**src/hw/rtl/plce_pkg.sv**
```systemverilog
package plce_pkg;

  typedef enum logic [1:0] {
    FUNC_GET  = 2'd0,
    FUNC_PUT  = 2'd1,
    FUNC_TICK = 2'd2,
    FUNC_NONE = 2'd3
  } func_e;

  typedef enum logic [2:0] {
    ST_IDLE,
    ST_EXPIRE,
    ST_SCAN,
    ST_WRITE,
    ST_OUT
  } state_e;

  // One slot's contents as they travel along the chain.
  typedef struct packed {
    logic        valid;
    logic [31:0] key;
    logic [31:0] value;
    logic [7:0]  prio;
    logic [31:0] expiry;
    logic [31:0] recency;
  } entry_t;

  // Command broadcast from the controller to every cell.
  typedef struct packed {
    logic        shift;     // rotate contents one place along the chain
    logic        expire;    // drop the head entry if expired
    logic        load;      // overwrite the head entry with wr_entry
    logic        kill;      // invalidate the head entry
    logic        restamp;   // set head recency to stamp
    logic [31:0] now;
    logic [31:0] stamp;
    entry_t      wr_entry;
  } cell_ctrl_t;

  localparam logic [31:0] READ_MISS = 32'hFFFF_FFFF;
  localparam logic [31:0] TIME_MAX  = 32'hFFFF_FFFF;

endpackage

```
**src/hw/rtl/plce_cell.sv**
```systemverilog
module plce_cell (
  input  logic                 clk_i,
  input  logic                 rst_ni,
  input  logic                 head_i,
  input  plce_pkg::cell_ctrl_t ctrl_i,
  input  plce_pkg::entry_t     prev_i,
  output plce_pkg::entry_t     ent_o
);

  logic            valid_q, valid_d;
  plce_pkg::entry_t pay_q, pay_d;

  // Valid bit is reset; payload only matters when valid.
  always_comb begin
    valid_d = valid_q;
    pay_d   = pay_q;
    if (ctrl_i.shift) begin
      valid_d = prev_i.valid;
      pay_d   = prev_i;
    end else if (head_i) begin
      if (ctrl_i.expire && valid_q && (pay_q.expiry <= ctrl_i.now)) begin
        valid_d = 1'b0;
      end
      if (ctrl_i.kill) begin
        valid_d = 1'b0;
      end
      if (ctrl_i.restamp) begin
        pay_d.recency = ctrl_i.stamp;
      end
      if (ctrl_i.load) begin
        valid_d = 1'b1;
        pay_d   = ctrl_i.wr_entry;
      end
    end
  end

  always_ff @(posedge clk_i or negedge rst_ni) begin
    if (!rst_ni) begin
      valid_q <= 1'b0;
    end else begin
      valid_q <= valid_d;
    end
  end

  always_ff @(posedge clk_i) begin
    pay_q <= pay_d;
  end

  always_comb begin
    ent_o       = pay_q;
    ent_o.valid = valid_q;
  end

endmodule

```
**src/hw/rtl/priority_lru_cache_with_expiry_top.sv**
```systemverilog
// Priority LRU cache with expiry.
// Input items arrive on s_axis (tdata holds func, key, value, priority_req and
// lifetime); each produces exactly one result item on m_axis (found,
// read_value, evicted, evicted_key). The capacity register is written through
// cfg_we_i / cfg_wdata_i; the user must write it only while the block is idle,
// as the block itself does not enforce this. Entries live in a ring of ENTRIES
// cells that rotates one place a cycle while the controller shifts it; the
// controller looks only at the head cell. A put walks once round dropping
// expired entries and searching for the key and, when the table is full, once
// more choosing the victim. It then rotates to the target slot and writes it,
// clearing the victim on the way when it sits in another slot. A get walks
// once round searching for the key and, on a hit, rotates to that slot; a tick
// or an unused code goes straight to its result. One item is worked on at a
// time, and the block returns to idle after a result has gone before taking
// the next. After reset the table is empty, time and stamp counters are zero
// and the capacity is 8. If the receiver stalls, the result is held in the
// output register and no new item is taken until it has gone.
module priority_lru_cache_with_expiry_top #(
  parameter int ENTRIES = 8
) (
  input  logic         clk_i,
  input  logic         rst_ni,
  input  logic         s_axis_tvalid,
  output logic         s_axis_tready,
  // func[1:0], key[33:2], value[65:34], priority_req[73:66], lifetime[89:74]
  input  logic [95:0]  s_axis_tdata,
  output logic         m_axis_tvalid,
  input  logic         m_axis_tready,
  // found[0], read_value[32:1], evicted[33], evicted_key[65:34]
  output logic [71:0]  m_axis_tdata,
  input  logic         cfg_we_i,
  input  logic [3:0]   cfg_wdata_i
);

  localparam int IW = $clog2(ENTRIES);
  localparam int CW = $clog2(ENTRIES + 1);

  plce_pkg::state_e   state_q, state_d;
  plce_pkg::cell_ctrl_t ctrl;
  plce_pkg::entry_t   ents [ENTRIES];
  plce_pkg::entry_t   ring_in [ENTRIES];

  logic [3:0]  cap_q;
  logic [31:0] now_q, seq_q;
  logic [1:0]  func_q;
  logic [31:0] key_q, val_q;
  logic [7:0]  prio_q;
  logic [15:0] life_q;
  logic [IW-1:0] pos_q, pos_d;     // chain slot currently at the head
  logic [IW:0]   cnt_q, cnt_d;     // cycles spent in a phase
  logic [CW-1:0] occ_q, occ_d;     // valid entries seen after expiry
  logic          hit_q, hit_d;
  logic [IW-1:0] hit_pos_q, hit_pos_d;
  logic          free_q, free_d;
  logic [IW-1:0] free_pos_q, free_pos_d;
  logic          vic_q, vic_d;
  logic [IW-1:0] vic_pos_q, vic_pos_d;
  logic [7:0]    vic_prio_q, vic_prio_d;
  logic [31:0]   vic_rec_q, vic_rec_d;
  logic [31:0]   vic_key_q, vic_key_d;
  logic          do_evict_q, do_evict_d;  // victim still to be cleared on the walk
  logic [IW-1:0] tgt_q, tgt_d;
  logic          o_found_q, o_found_d, o_ev_q, o_ev_d;
  logic [31:0]   o_rd_q, o_rd_d, o_evk_q, o_evk_d;
  logic [CW-1:0] cap_eff;
  logic          head_live;
  logic [32:0]   exp_sum;
  logic [31:0]   exp_sat;
  logic          last;

  // Each cell takes its neighbour's entry; the head entry wraps round to the
  // tail and is dropped on the way when the controller kills it.
  always_comb begin
    for (int i = 0; i < ENTRIES - 1; i++) begin
      ring_in[i] = ents[i + 1];
    end
    ring_in[ENTRIES - 1] = ents[0];
    if (ctrl.kill) begin
      ring_in[ENTRIES - 1].valid = 1'b0;
    end
  end

  // Ring of storage cells.
  for (genvar g = 0; g < ENTRIES; g++) begin : g_cell
    plce_cell u_cell (
      .clk_i  (clk_i),
      .rst_ni (rst_ni),
      .head_i (g == 0),
      .ctrl_i (ctrl),
      .prev_i (ring_in[g]),
      .ent_o  (ents[g])
    );
  end

  assign s_axis_tready = (state_q == plce_pkg::ST_IDLE);
  assign m_axis_tvalid = (state_q == plce_pkg::ST_OUT);
  assign m_axis_tdata  = {6'd0, o_evk_q, o_ev_q, o_rd_q, o_found_q};

  // Effective capacity: zero acts as one, clamp at ENTRIES.
  always_comb begin
    if (cap_q == 4'd0) begin
      cap_eff = CW'(1);
    end else if ({28'd0, cap_q} > 32'(ENTRIES)) begin
      cap_eff = CW'(ENTRIES);
    end else begin
      cap_eff = CW'(cap_q);
    end
  end

  assign exp_sum   = {1'b0, now_q} + {17'd0, life_q};
  assign exp_sat   = exp_sum[32] ? plce_pkg::TIME_MAX : exp_sum[31:0];
  assign head_live = ents[0].valid && !(ents[0].expiry <= now_q);
  assign last      = (cnt_q == (IW + 1)'(ENTRIES - 1));

  // Next state and scan bookkeeping.
  always_comb begin
    state_d    = state_q;
    pos_d      = pos_q;
    cnt_d      = cnt_q;
    occ_d      = occ_q;
    hit_d      = hit_q;
    hit_pos_d  = hit_pos_q;
    free_d     = free_q;
    free_pos_d = free_pos_q;
    vic_d      = vic_q;
    vic_pos_d  = vic_pos_q;
    vic_prio_d = vic_prio_q;
    vic_rec_d  = vic_rec_q;
    vic_key_d  = vic_key_q;
    do_evict_d = do_evict_q;
    tgt_d      = tgt_q;
    unique case (state_q)
      plce_pkg::ST_IDLE: begin
        if (s_axis_tvalid) begin
          cnt_d  = '0;
          occ_d  = '0;
          hit_d  = 1'b0;
          free_d = 1'b0;
          vic_d  = 1'b0;
          state_d = (s_axis_tdata[1:0] == plce_pkg::FUNC_GET ||
                     s_axis_tdata[1:0] == plce_pkg::FUNC_PUT) ?
                    plce_pkg::ST_EXPIRE : plce_pkg::ST_WRITE;
        end
      end
      plce_pkg::ST_EXPIRE: begin
        // Walk once round: expire (puts), look for key, lowest free slot (puts).
        if (func_q == plce_pkg::FUNC_GET) begin
          if (ents[0].valid && ents[0].key == key_q && !hit_q) begin
            hit_d = 1'b1;
            hit_pos_d = pos_q;
          end
        end else begin
          if (head_live) begin
            occ_d = occ_q + CW'(1);
            if (ents[0].key == key_q && !hit_q) begin
              hit_d = 1'b1;
              hit_pos_d = pos_q;
            end
          end else if (!free_q || pos_q < free_pos_q) begin
            free_d = 1'b1;
            free_pos_d = pos_q;
          end
        end
        pos_d = (pos_q == IW'(ENTRIES - 1)) ? '0 : pos_q + IW'(1);
        cnt_d = cnt_q + 1'b1;
        if (last) begin
          cnt_d = '0;
          if (func_q == plce_pkg::FUNC_GET || hit_d || occ_d < cap_eff) begin
            state_d = plce_pkg::ST_WRITE;
            tgt_d = hit_d ? hit_pos_d : free_pos_d;
            do_evict_d = 1'b0;
          end else begin
            state_d = plce_pkg::ST_SCAN;
          end
        end
      end
      plce_pkg::ST_SCAN: begin
        // Victim search: lowest priority, then oldest stamp, then lowest slot.
        if (ents[0].valid && (!vic_q || ents[0].prio < vic_prio_q ||
            (ents[0].prio == vic_prio_q && (ents[0].recency < vic_rec_q ||
             (ents[0].recency == vic_rec_q && pos_q < vic_pos_q))))) begin
          vic_d = 1'b1;
          vic_pos_d = pos_q;
          vic_prio_d = ents[0].prio;
          vic_rec_d = ents[0].recency;
          vic_key_d = ents[0].key;
        end
        pos_d = (pos_q == IW'(ENTRIES - 1)) ? '0 : pos_q + IW'(1);
        cnt_d = cnt_q + 1'b1;
        if (last) begin
          cnt_d = '0;
          state_d = plce_pkg::ST_WRITE;
          // Victim slot is freed; insert at lowest free slot. When that is a
          // different slot, the victim is cleared separately on the walk.
          tgt_d = (free_q && free_pos_q < vic_pos_d) ? free_pos_q : vic_pos_d;
          do_evict_d = vic_d && (vic_pos_d != tgt_d);
        end
      end
      plce_pkg::ST_WRITE: begin
        if (func_q == plce_pkg::FUNC_PUT) begin
          // Walk until the victim is cleared and the target is at the head.
          if (pos_q == tgt_q && !do_evict_q) begin
            state_d = plce_pkg::ST_OUT;
          end else begin
            pos_d = (pos_q == IW'(ENTRIES - 1)) ? '0 : pos_q + IW'(1);
            if (do_evict_q && pos_q == vic_pos_q) begin
              do_evict_d = 1'b0;
            end
          end
        end else if (func_q == plce_pkg::FUNC_GET && hit_q) begin
          if (pos_q == hit_pos_q) begin
            state_d = plce_pkg::ST_OUT;
          end else begin
            pos_d = (pos_q == IW'(ENTRIES - 1)) ? '0 : pos_q + IW'(1);
          end
        end else begin
          state_d = plce_pkg::ST_OUT;
        end
      end
      plce_pkg::ST_OUT: begin
        if (m_axis_tready) begin
          state_d = plce_pkg::ST_IDLE;
        end
      end
      default: state_d = plce_pkg::ST_IDLE;
    endcase
  end

  // Cell commands and result values.
  always_comb begin
    ctrl = '0;
    ctrl.now   = now_q;
    ctrl.stamp = seq_q;
    ctrl.wr_entry.valid   = 1'b1;
    ctrl.wr_entry.key     = key_q;
    ctrl.wr_entry.value   = val_q;
    ctrl.wr_entry.prio    = prio_q;
    ctrl.wr_entry.expiry  = exp_sat;
    ctrl.wr_entry.recency = seq_q;
    o_found_d = o_found_q;
    o_rd_d    = o_rd_q;
    o_ev_d    = o_ev_q;
    o_evk_d   = o_evk_q;
    unique case (state_q)
      plce_pkg::ST_IDLE: begin
        o_found_d = 1'b0;
        o_rd_d    = plce_pkg::READ_MISS;
        o_ev_d    = 1'b0;
        o_evk_d   = '0;
      end
      plce_pkg::ST_EXPIRE: begin
        ctrl.shift = 1'b1;
        // An expired entry is dropped as it is handed round to the tail.
        if (func_q == plce_pkg::FUNC_PUT && !head_live) begin
          ctrl.kill  = 1'b1;
        end
      end
      plce_pkg::ST_SCAN: begin
        ctrl.shift = 1'b1;
        // The eviction is known once the search has gone round.
        if (last) begin
          o_ev_d  = vic_d;
          o_evk_d = vic_d ? vic_key_d : 32'd0;
        end
      end
      plce_pkg::ST_WRITE: begin
        if (func_q == plce_pkg::FUNC_GET && hit_q) begin
          if (pos_q == hit_pos_q) begin
            ctrl.restamp = 1'b1;
            o_found_d = 1'b1;
            o_rd_d    = ents[0].value;
          end else begin
            ctrl.shift = 1'b1;
          end
        end else if (func_q == plce_pkg::FUNC_PUT) begin
          if (pos_q == tgt_q && !do_evict_q) begin
            ctrl.load = 1'b1;
          end else begin
            ctrl.shift = 1'b1;
            if (do_evict_q && pos_q == vic_pos_q) begin
              ctrl.kill  = 1'b1;
            end
          end
        end
      end
      plce_pkg::ST_OUT: begin
      end
      default: begin
      end
    endcase
  end

  // Control registers.
  always_ff @(posedge clk_i or negedge rst_ni) begin
    if (!rst_ni) begin
      state_q <= plce_pkg::ST_IDLE;
      cap_q   <= 4'd8;
      now_q   <= '0;
      seq_q   <= '0;
      pos_q   <= '0;
      cnt_q   <= '0;
    end else begin
      state_q <= state_d;
      pos_q   <= pos_d;
      cnt_q   <= cnt_d;
      if (cfg_we_i) begin
        cap_q <= cfg_wdata_i;
      end
      if (state_q == plce_pkg::ST_WRITE && state_d == plce_pkg::ST_OUT) begin
        if (func_q == plce_pkg::FUNC_TICK && now_q != plce_pkg::TIME_MAX) begin
          now_q <= now_q + 32'd1;
        end
        if (ctrl.load || ctrl.restamp) begin
          seq_q <= seq_q + 32'd1;
        end
      end
    end
  end

  // Datapath registers.
  always_ff @(posedge clk_i) begin
    if (s_axis_tvalid && s_axis_tready) begin
      func_q <= s_axis_tdata[1:0];
      key_q  <= s_axis_tdata[33:2];
      val_q  <= s_axis_tdata[65:34];
      prio_q <= s_axis_tdata[73:66];
      life_q <= s_axis_tdata[89:74];
    end
    occ_q      <= occ_d;
    hit_q      <= hit_d;
    hit_pos_q  <= hit_pos_d;
    free_q     <= free_d;
    free_pos_q <= free_pos_d;
    vic_q      <= vic_d;
    vic_pos_q  <= vic_pos_d;
    vic_prio_q <= vic_prio_d;
    vic_rec_q  <= vic_rec_d;
    vic_key_q  <= vic_key_d;
    do_evict_q <= do_evict_d;
    tgt_q      <= tgt_d;
    o_found_q  <= o_found_d;
    o_rd_q     <= o_rd_d;
    o_ev_q     <= o_ev_d;
    o_evk_q    <= o_evk_d;
  end

`ifndef ASSERT_OFF
  // A result is never offered while an item is being taken.
  a_excl: assert property (@(posedge clk_i) disable iff (!rst_ni)
    !(s_axis_tready && m_axis_tvalid)) else $error("ready and valid together");
  // Stamp counter only advances on the cycle a result is formed.
  a_seq: assert property (@(posedge clk_i) disable iff (!rst_ni)
    (seq_q != $past(seq_q)) |-> (state_q == plce_pkg::ST_OUT))
    else $error("stamp moved outside write");
  // Time never goes backwards.
  a_time: assert property (@(posedge clk_i) disable iff (!rst_ni)
    now_q >= $past(now_q)) else $error("time decreased");
  // A miss never reports a found value.
  a_miss: assert property (@(posedge clk_i) disable iff (!rst_ni)
    (m_axis_tvalid && !o_found_q) |-> (o_rd_q == plce_pkg::READ_MISS))
    else $error("miss with value");
`endif

endmodule

```
**config.mk**
```make
export PLATFORM = sky130hd
export DESIGN_NAME = priority_lru_cache_with_expiry_top
export DESIGN_NICKNAME = d
export VERILOG_FILES = /design/src/hw/rtl/plce_pkg.sv /design/src/hw/rtl/plce_cell.sv /design/src/hw/rtl/priority_lru_cache_with_expiry_top.sv
export SDC_FILE = /design/constraint.sdc
export NUM_CORES = 1
export LEC_CHECK = 0
export BUFFER_PORTS_ARGS = -buffer_cell sky130_fd_sc_hd__buf_2
export CAP_MARGIN = 10
export CORE_AREA = 4 4 323 325
export CTS_CLUSTER_DIAMETER = 100
export DETAILED_ROUTE_END_ITERATION = 10
export DIE_AREA = 0 0 327 329
export PLACE_DENSITY = 0.69
export SLEW_MARGIN = 5
export SYNTH_ARGS = -nofsm -noshare
export SYNTH_HDL_FRONTEND = slang
export SYNTH_SLANG_ARGS = --single-unit
```
**constraint.sdc**
```tcl
create_clock -name clk_i -period 29.5 [get_ports clk_i]
set_input_delay 4.425 -clock clk_i [delete_from_list [all_inputs] [get_ports clk_i]]
set_output_delay 4.425 -clock clk_i [all_outputs]
set_load 0.01 [all_outputs]
```
==> flow_summary.toml, run 1 <==
[pwr]
intPower_w = 0.00504
finalPower_w = 0.00710
sequentialPowerShare_pct = 57.5
cellPowerDensity_mw_per_mm2 = 124
pwr-share-clk_pct = 24.4
switchingPower_w = 0.00206
sw_frac_of_total_pct = 29.1
pwr-share-comb_pct = 18.1
p_leak_nw = 20.7
ir_worst_vdd_mv = 0.129

[floorplanning]
die-width_um = 327
core_mm2 = 0.101
ios = 179
start_util_pct = 49.6
fp.dieH_um = 329
dieArea_mm2 = 0.108
rows = 117

[routing]
first_pass_iters = 5
wirelength_um = 85000
first_iter_violations = 1978
via_per_inst = 5.15
wl_per_cell_um = 18.6
drc_errors = 0
ant_nets = 0
num_vias = 23600

[setup_path]
end_kind = "register"
timing_worst_setup_path_type = "reg2reg"
cp_slowest_cell = "buf_4"
arrival_ns = 8.05
worst-path-stages = 14
cp-start-kind = "register"
crit_start = "pos_q[1]$_DFFE_PN0P_"
path_cells = "xor2_1, nor3_2, nor3b_1, a21oi_1, nor3_1, nor2_4, inv_8, buf_4, buf_12, buf_4, buf_4, buf_4, nand2_1, nand2_1"
rrSetupSlack_ns = 22.03
cp.required_ns = 30.08
r2r_start = "pos_q[1]$_DFFE_PN0P_"
critPathMaxFanout = 202
crit_top_cell = "buf_4"
r2r_cells = 14
crit_buf_inv = 6
cp-endpoint = "g_cell[0].u_cell.ent_o[112]$_DFFE_PP_"
crit_path_max_incr_delay_ns = 0.97
crit_family = "buffers and inverters"
reg2reg_to = "g_cell[0].u_cell.ent_o[112]$_DFFE_PP_"

[synthesis]
syn_area_per_cell_um2 = 17.9
synth_cell_types = 77
postSynthCellCount = 2806
async_flop_share_pct = 6.05
synth_warnings = 0
syn_area_mm2 = 0.0503
synth-seq-area-share_pct = 83.3
ys.flop_type = "edfxtp_1"
synth-edff-count = 1303
ys_seq_elements = 1422

[finish]
fin_util_pct = 56.5
fillers = 7537
layout-drive-gt1-share_pct = 13.9
n_antenna_cell = 0
areaGrowthSynthToFinish_pct = 14.0
num-nets-final = 3294

[timing]
rsz0062_at_grt = "no"
clock_skew_ns = 0.0243
fin_tns_setup_ns = 0
max_freq_mhz = 134
period_needed_ns = 7.47
drv_slew = 0
final_hold_viol_count = 0
whs_ns = 0.405
tightest_slew_ns = 1.15
slew_headroom_pct = 23.4
setup_ws_ns = 22.03
fin_crit_sh_pct = 25.3
setup_viol = 0

[placed_design]
dpl.hpwl_um = 51100
port_buffers = 166
gp_congestion = 0.845
place_ws_ns = 22.01

[clock_tree]
numCtsBuffers = 142
cts_hold_buf = 0
cts_setup_buffers = 0
cts_tree = "done"
ctsResizeCount = 0
cts_root_buf = "clkbuf_16"
insertion_delay_ns = 0.72
clk_pin_slew_ns = 0.06
clkSinkCount = 1422
ctsLongestPathBuffers = 3
cts_max_level = 4

[global_route]
grt-ovfl-total = 0
first_global_vias = 24000
grt_usage_pct = 15.9
grt_pass1_wl_um = 134000
antenna_found_initial = 1
grt_max_degree = 203

[job]
drv_cap = 0

[hold_path]
hp-class = "reg2reg"

[outcome]
status = "completed"
==> cell type report <==
cell class,instances,area [um2],area share (%)
clock inverter,84,785,1.37
clock buffer,178,3730,6.50
timing repair buffer,189,1060,1.84
multi-input combinational,1226,7750,13.5
tap,1368,1710,2.98
inverter,103,394,0.687
sequential,1422,41900,73.1
==> cells in the mapped netlist (9+ instances only) <==
cell type  number  area share, %
a21o_1          9           0.13
a21oi_1        76           0.76
and2_1         40           0.50
and3_1         13           0.16
buf_2          12           0.12
clkbuf_1       35           0.26
dfrtp_1        85            4.2
dfxtp_1        33            1.3
edfxtp_1     1303             78
ha_1          104            2.6
inv_1         101           0.75
mux2_1         12           0.27
mux2_2         16           0.36
mux2_4         12           0.36
nand2_1       420            3.1
nand2b_1       40           0.50
nand3_1        44           0.44
nand4_1        35           0.44
nor2_1         72           0.54
nor2b_1        11           0.14
nor3_1         21           0.21
o21a_1         11           0.16
o21ai_0        38           0.38
xnor2_1       110            1.9
xor2_1         19           0.33
==> metrics by stage <==
stage,area (um2),std cells
after floorplan,50300,2811
after global placement,52800,4305
after detailed placement,52800,4305
after CTS,57300,4567
after global routing,57400,4570
final,57400,4570
==> cells by family after synthesis <==
group / share of synthesized area, %
buffers and inverters: 1.36
AOI/OAI and AO/OA: 2.40
other: 0.00745
muxes: 1.08
DFF: 83.3
adders and majority gates: 2.63
and+or+nand+nor: 6.94
xor gates and xnor gates: 2.24
==> cells in the final DEF (no fill, tap or decap), types with 35 or more instances in the layout <==
cell type     n
xnor2_1     110
and2_1       40
nor2_1       72
clkbuf_16   142
ha_1        104
o21ai_0      38
a21oi_1      75
nand2_1     419
nand3_1      44
buf_2       165
inv_1       100
dfrtp_1      85
nand2b_1     38
edfxtp_1   1303
nand4_1      35
==> power groups by stage <==
| stage | Sequential, W | Clock [W] | Combinational [W] |
|---|---|---|---|
| 2_1_floorplan | 0.00461 | 0 | 0.000803 |
| 3_5_place_dp | 0.00411 | 0 | 0.00130 |
| 5_1_grt | 0.00419 | 0.00187 | 0.00144 |
| 3_3_place_gp | 0.00406 | 0 | 0.00123 |
| 6_report | 0.00408 | 0.00173 | 0.00129 |
| 4_1_cts | 0.00410 | 0.00178 | 0.00131 |
==> worst min-delay path by stage <==
stage / startpoint / to / cells past startpoint
CTS: g_cell[4].u_cell.ent_o[15]$_DFFE_PP_ / g_cell[3].u_cell.ent_o[15]$_DFFE_PP_ / 0
floorplan: g_cell[2].u_cell.ent_o[0]$_DFFE_PP_ / g_cell[1].u_cell.ent_o[0]$_DFFE_PP_ / 0
detailed placement: g_cell[2].u_cell.ent_o[111]$_DFFE_PP_ / g_cell[1].u_cell.ent_o[111]$_DFFE_PP_ / 0
finish: g_cell[2].u_cell.ent_o[55]$_DFFE_PP_ / g_cell[1].u_cell.ent_o[55]$_DFFE_PP_ / 0
global placement: g_cell[2].u_cell.ent_o[37]$_DFFE_PP_ / g_cell[1].u_cell.ent_o[37]$_DFFE_PP_ / 0
global route: g_cell[3].u_cell.ent_o[3]$_DFFE_PP_ / g_cell[2].u_cell.ent_o[3]$_DFFE_PP_ / 0
==> routing by layer <==
layer,up-vias,routed length [um],global-route usage (%)
met1,11900,39600,23.2
met4,0,2560,6.21
met3,174,4160,3.15
met2,563,38700,23.8
met5,-,0,0
li1,10900,-,-
==> state kept, by name (all words and copies together), names as in the netlist, 8 cells and up <==
register,flops
seq_q,32
o_rd_q,32
g_cell.u_cell.ent_o,1088
prio_q,8
now_q,32
vic_rec_q,32
val_q,32
vic_key_q,32
o_evk_q,32
life_q,16
key_q,32
g_cell.u_cell.valid_q,8
vic_prio_q,8
Power figures use the tool's default switching activity.
==> run 2, diff against run 1 <==
--- a/config.mk
+++ b/config.mk
@@ -11,7 +11,7 @@
 export CTS_CLUSTER_DIAMETER = 100
 export DETAILED_ROUTE_END_ITERATION = 10
 export DIE_AREA = 0 0 327 329
-export PLACE_DENSITY = 0.69
+export PLACE_DENSITY = 0.66
 export SLEW_MARGIN = 5
 export SYNTH_ARGS = -nofsm -noshare
 export SYNTH_HDL_FRONTEND = slang
==> constraint.sdc (replaced) <==
create_clock -name clk_i -period 7.5 [get_ports clk_i]
set_input_delay 1.125 -clock clk_i [delete_from_list [all_inputs] [get_ports clk_i]]
set_output_delay 1.125 -clock clk_i [all_outputs]
set_load 0.01 [all_outputs]
==> run 2 against run 1 <==
  * Critical path depth up 4
  * Via count down 1.2%
  * Critical endpoint is now tgt_q[2]$_DFFE_PP_
  * Worst hold slack worse by 0.039 ns
  * Core utilization up 0.16 points
  * Largest power group unchanged
  * Combinational power rose to 4.0 times the previous value
  * Non-clock buffer count down 3
  * Cell area up 0.28%
  * Sequential cell count unchanged
  * Setup slack worse by 20 ns
==> flow_summary.toml, run 2 (synthesized netlist as in run 1, its figures left out) <==
[setup_path]
timing_worst_setup_path_type = "reg2reg"
crit_path_max_incr_delay_ns = 0.49
path_cells = "inv_1, ha_1, nand4_1, nor4_2, mux2_2, a311oi_4, nor2_2, nor2_1, nand2_1, xnor2_1, ha_1, a21o_1, a21oi_1, o211a_1, nor4b_1, nor3_1, o21a_1, nor3_1"
worst-path-stages = 18
r2r_cells = 18
end_kind = "register"
cp-start-kind = "register"
cp_slowest_cell = "dfrtp_1"
crit_buf_inv = 1
arrival_ns = 5.38
critPathMaxFanout = 8
crit_family = "simple AND/OR/NAND/NOR gates"
cp.required_ns = 7.88

[pwr]
ir_worst_vdd_mv = 0.457
sequentialPowerShare_pct = 56.9
p_leak_nw = 20.8
pwr-share-comb_pct = 18.2
cellPowerDensity_mw_per_mm2 = 489
intPower_w = 0.0199
sw_frac_of_total_pct = 29.2
pwr-share-clk_pct = 24.9
switchingPower_w = 0.00820

[finish]
design_area_mm2 = 0.0575
largest_reg_flops = 1088
fin_util_pct = 56.7
multi_input_area_mm2 = 0.00775
layout_commonest_cell = "edfxtp_1"
areaGrowthSynthToFinish_pct = 14.3
num-nets-final = 3289
fillers = 7602
n_antenna_cell = 0
fin_cells = 4565
layout-drive-gt1-share_pct = 13.9
regArea_mm2 = 0.0419
final_cell_mix = "1303 x edfxtp_1, 419 x nand2_1, 165 x buf_2"

[floorplanning]
fp.dieH_um = 329
dieArea_mm2 = 0.108
ios = 179
rows = 117
start_util_pct = 49.6
die-width_um = 327
core_mm2 = 0.101

[hold_path]
hp-class = "in2async"

[timing]
setup_ws_ns = 2.50
rsz0062_at_grt = "no"
drv_slew = 0
period_needed_ns = 5.00
setup_viol = 0
fin_tns_setup_ns = 0
fin_crit_sh_pct = 66.7
clock_skew_ns = 0.0476
tightest_slew_ns = 1.19
slew_headroom_pct = 20.5
max_freq_mhz = 200
final_hold_viol_count = 0

[clock_tree]
cts_setup_buffers = 0
cts_hold_buf = 0
clk_pin_slew_ns = 0.06
ctsLongestPathBuffers = 3
numCtsBuffers = 140
cts_tree = "done"
insertion_delay_ns = 0.75
ctsResizeCount = 0
cts_max_level = 4
clkSinkCount = 1422
cts_root_buf = "clkbuf_16"

[placed_design]
gp_congestion = 0.857
dpl.hpwl_um = 50000
place_ws_ns = 2.53
port_buffers = 166
place_inst = 4305
postPlaceCellArea_mm2 = 0.0528

[global_route]
grt-ovfl-total = 0
antenna_found_initial = 1
grt_max_degree = 190
first_global_vias = 23700
grt_usage_pct = 15.7
grt_pass1_wl_um = 132000

[routing]
wl_per_cell_um = 18.6
first_pass_iters = 5
drc_errors = 0
first_iter_violations = 1918
via_per_inst = 5.10
wirelength_um = 84700
num_vias = 23300
ant_nets = 0

[outcome]
status = "completed"

[job]
drv_cap = 0
## run 2: changes by cell type in the layout (fill, tap and decap cells not counted), sizes merged
| cell | delta |
|---|---|
| buf | -2 |
| bufinv | +2 |
| clkinvlp | -2 |
| clkinv | -11 |
| clkbuf | +8 |
## run 2: worst register-to-register path: cells and delay by family (launching register included)
kind                     cells  cell delay, ns
buffers and inverters        1            0.09
adder cells (fa/ha/maj)      2            0.60
multiplexers                 1            0.41
AO/OA/AOI/OAI                5            1.14
AND/OR/NAND/NOR              8            1.70
flip-flops                   1            0.49
XOR/XNOR                     1            0.22
## run 2: cell type report
class / count / area share, %
sequential: 1422 / 72.9
inverter: 103 / 0.685
clock buffer: 187 / 6.52
tap: 1368 / 2.98
timing repair buffer: 186 / 1.80
clock inverter: 73 / 1.64
multi-input combinational: 1226 / 13.5
## run 2: power groups by stage
stage / combinational, W / sequential [W] / clock, W
final: 0.00512 / 0.0160 / 0.00699
after global routing: 0.00575 / 0.0164 / 0.00755
after CTS: 0.00522 / 0.0161 / 0.00720
after detailed placement: 0.00521 / 0.0161 / 0
after global placement: 0.00498 / 0.0159 / 0
after floorplan: 0.00349 / 0.0162 / 0
## run 2: per-layer routing
metal | track usage, % | part of all wire [%]
met5 | 0 | 0
met2 | 23.9 | 46
met1 | 22.9 | 46
met4 | 5.13 | 2.3
met3 | 3.51 | 5.0
## run 2: stage by stage
stage          hold slack [ns]  power [W]
5_1_grt                  0.347     0.0297
6_report                 0.366     0.0281
3_5_place_dp             0.405     0.0213
2_1_floorplan            0.400     0.0197
3_3_place_gp             0.401     0.0209
4_1_cts                  0.319     0.0285
## run 2: path summary, 6_finish.rpt
check / from / end / slack [ns]
max: now_q[21]$_DFFE_PN0P_ / tgt_q[2]$_DFFE_PP_ / 2.50
min: rst_ni / now_q[1]$_DFFE_PN0P_ / 0.37
max reg2reg: now_q[21]$_DFFE_PN0P_ / tgt_q[2]$_DFFE_PP_ / 2.50
min reg2reg: g_cell[5].u_cell.ent_o[9]$_DFFE_PP_ / g_cell[4].u_cell.ent_o[9]$_DFFE_PP_ / 0.38
max in group asynchronous: rst_ni / now_q[22]$_DFFE_PN0P_ / 6.02
min in group clk_i: g_cell[5].u_cell.ent_o[9]$_DFFE_PP_ / g_cell[4].u_cell.ent_o[9]$_DFFE_PP_ / 0.38
==> run 3, diff against run 2 <==
--- a/config.mk
+++ b/config.mk
@@ -11,7 +11,7 @@
 export CTS_CLUSTER_DIAMETER = 100
 export DETAILED_ROUTE_END_ITERATION = 10
 export DIE_AREA = 0 0 327 329
-export PLACE_DENSITY = 0.66
+export PLACE_DENSITY = 0.69
 export SLEW_MARGIN = 5
 export SYNTH_ARGS = -nofsm -noshare
 export SYNTH_HDL_FRONTEND = slang
==> constraint.sdc (replaced) <==
create_clock -name clk_i -period 4.1 [get_ports clk_i]
set_input_delay 0.615 -clock clk_i [delete_from_list [all_inputs] [get_ports clk_i]]
set_output_delay 0.615 -clock clk_i [all_outputs]
set_load 0.01 [all_outputs]
==> run 3 against run 2 <==
  * The flow now finishes with violations (setup timing)
  * Via count is 4.6% higher
  * Clock skew is 0.0027 ns lower
  * Largest power group unchanged
  * Combinational power is 110% higher
  * Core utilization is 1.6 points higher
  * Wire length is 4.0% higher
  * Count of clock-buffer cells in the layout is 4 lower
  * First-iteration DRC count is 20% higher
==> flow_summary.toml, run 3 (synthesized netlist as in run 1, its figures left out) <==
[setup_path]
rrSetupSlack_ns = -0.27
cp.required_ns = 4.53
end_kind = "register"
crit_buf_inv = 0
crit_top_cell = "nor2_4"
r2r_start = "g_cell[0].u_cell.ent_o[59]$_DFFE_PP_"
cp-start-kind = "register"
crit_path_max_incr_delay_ns = 0.44
cp_slowest_cell = "edfxtp_1"
timing_worst_setup_path_type = "reg2reg"
arrival_ns = 4.80
worst-path-stages = 17
reg2reg_to = "tgt_q[2]$_DFFE_PP_"
critPathMaxFanout = 3
r2r_cells = 17
path_cells = "ha_4, nand4_1, nor4_4, mux2_4, a311oi_4, nor2_4, nor2_4, nand2_2, xnor2_2, ha_1, a21o_1, a21oi_2, o211a_1, nor4b_4, nor3_2, o21a_1, nor3_4"
crit_family = "simple AND/OR/NAND/NOR gates"

[global_route]
grt_usage_pct = 16.3
grt-ovfl-total = 0
grt_max_degree = 187
antenna_found_initial = 4
first_global_vias = 24700
grt_pass1_wl_um = 138000

[floorplanning]
core_mm2 = 0.101
rows = 117
fp.dieH_um = 329
ios = 179
die-width_um = 327
dieArea_mm2 = 0.108
start_util_pct = 49.6

[clock_tree]
clk_pin_slew_ns = 0.06
insertion_delay_ns = 0.76
clkSinkCount = 1422
numCtsBuffers = 142
cts_tree = "done"
ctsLongestPathBuffers = 3
cts_max_level = 4
cts_root_buf = "clkbuf_16"

[hold_path]
worstHoldPathCells = 1
hp-start = "s_axis_tdata[81]"
hp-class = "in2reg"
hold_end = "life_q[7]$_DFFE_PP_"

[timing]
fin_crit_sh_pct = 107
final_hold_viol_count = 0
drv_slew = 0
setup_ws_ns = -0.272
max_freq_mhz = 229
whs_ns = 0.0543
tightest_slew_ns = 1.10
fin_tns_setup_ns = -1.52
clock_skew_ns = 0.0450
rsz0062_at_grt = "yes"
setup_viol = 9
period_needed_ns = 4.37
slew_headroom_pct = 26.5

[finish]
layout_commonest_cell = "edfxtp_1"
n_antenna_cell = 0
fin_util_pct = 58.3
largest_reg_flops = 1088
fin_cells = 4726
fillers = 7366
final_cell_mix = "1303 x edfxtp_1, 416 x nand2_1, 165 x buf_2"
areaGrowthSynthToFinish_pct = 17.5
num-nets-final = 3453
layout-drive-gt1-share_pct = 18.2

[placed_design]
place_inst = 4400
port_buffers = 166
gp_congestion = 0.865
dpl.hpwl_um = 52900

[routing]
wirelength_um = 88100
first_pass_iters = 5
via_per_inst = 5.15
first_iter_violations = 2295
num_vias = 24400
ant_nets = 0
drc_errors = 0
wl_per_cell_um = 18.6

[pwr]
finalPower_w = 0.0524
cellPowerDensity_mw_per_mm2 = 886
p_leak_nw = 21.7
ir_worst_vdd_mv = 0.880

[outcome]
violations = "setup timing"
status = "finished, violations left"

[job]
drv_cap = 0
## run 3: final cells by class
class | instances | area, um2 | share of cell area, %
Multi-Input combinational cell | 1226 | 8010 | 13.5
Clock inverter | 76 | 826 | 1.40
Tap cell | 1368 | 1710 | 2.89
Clock buffer | 183 | 3830 | 6.47
Inverter | 103 | 394 | 0.666
Timing Repair Buffer | 348 | 2440 | 4.13
Sequential cell | 1422 | 41900 | 70.9
## run 3: through the flow
step	setup WS [ns]	instance area, um2
CTS	-0.230	58900
finish	-0.272	59200
floorplan	-0.188	50400
global placement	-0.214	53700
detailed placement	-0.430	53700
global route	-0.463	59200
## run 3: per-layer routing
metal / up-vias / share of wire [%] / GRT usage [%]
li1: 11200 / - / -
met1: 12300 / 46 / 24.0
met2: 608 / 46 / 24.6
met3: 164 / 5.1 / 3.22
met4: 2 / 2.9 / 6.05
met5: - / 0.014 / 0
## run 3: timing repair
action                                 in CTS  in global routing
pin swaps                                  20                 22
hold buffers                               35                  0
endpoints found under the hold margin      87                  0
gates resized for setup                    18                 29
setup endpoints to repair                   9                 10
setup buffers                              21                 15
## run 3: power breakdown
group | internal (W) | switching, W
clock | 0.00712 | 0.00551
combinational | 0.00305 | 0.00754
sequential | 0.0268 | 0.00244
## run 3: worst max path at each step
| stage | start | end | slack [ns] |
|---|---|---|---|
| final | g_cell[0].u_cell.ent_o[59]$_DFFE_PP_ | tgt_q[2]$_DFFE_PP_ | -0.27 |
| after global routing | g_cell[0].u_cell.ent_o[59]$_DFFE_PP_ | tgt_q[2]$_DFFE_PP_ | -0.46 |
| after CTS | g_cell[0].u_cell.ent_o[53]$_DFFE_PP_ | tgt_q[2]$_DFFE_PP_ | -0.23 |
| after detailed placement | g_cell[0].u_cell.ent_o[57]$_DFFE_PP_ | tgt_q[1]$_DFFE_PP_ | -0.43 |
| after global placement | now_q[25]$_DFFE_PN0P_ | tgt_q[2]$_DFFE_PP_ | -0.21 |
| after floorplan | pos_q[1]$_DFFE_PN0P_ | g_cell[1].u_cell.ent_o[0]$_DFFE_PP_ | -0.19 |
## run 3: worst register-to-register path, stage by stage, from the launching register on
cell and delay (ns):
edfxtp_1 0.44, ha_4 0.30, nand4_1 0.19, nor4_4 0.38, mux2_4 0.35, a311oi_4 0.33, nor2_4 0.09, nor2_4 0.12
nand2_2 0.07, xnor2_2 0.14, ha_1 0.33, a21o_1 0.19, a21oi_2 0.15, o211a_1 0.21, nor4b_4 0.23, nor3_2 0.09
o21a_1 0.22, nor3_4 0.22
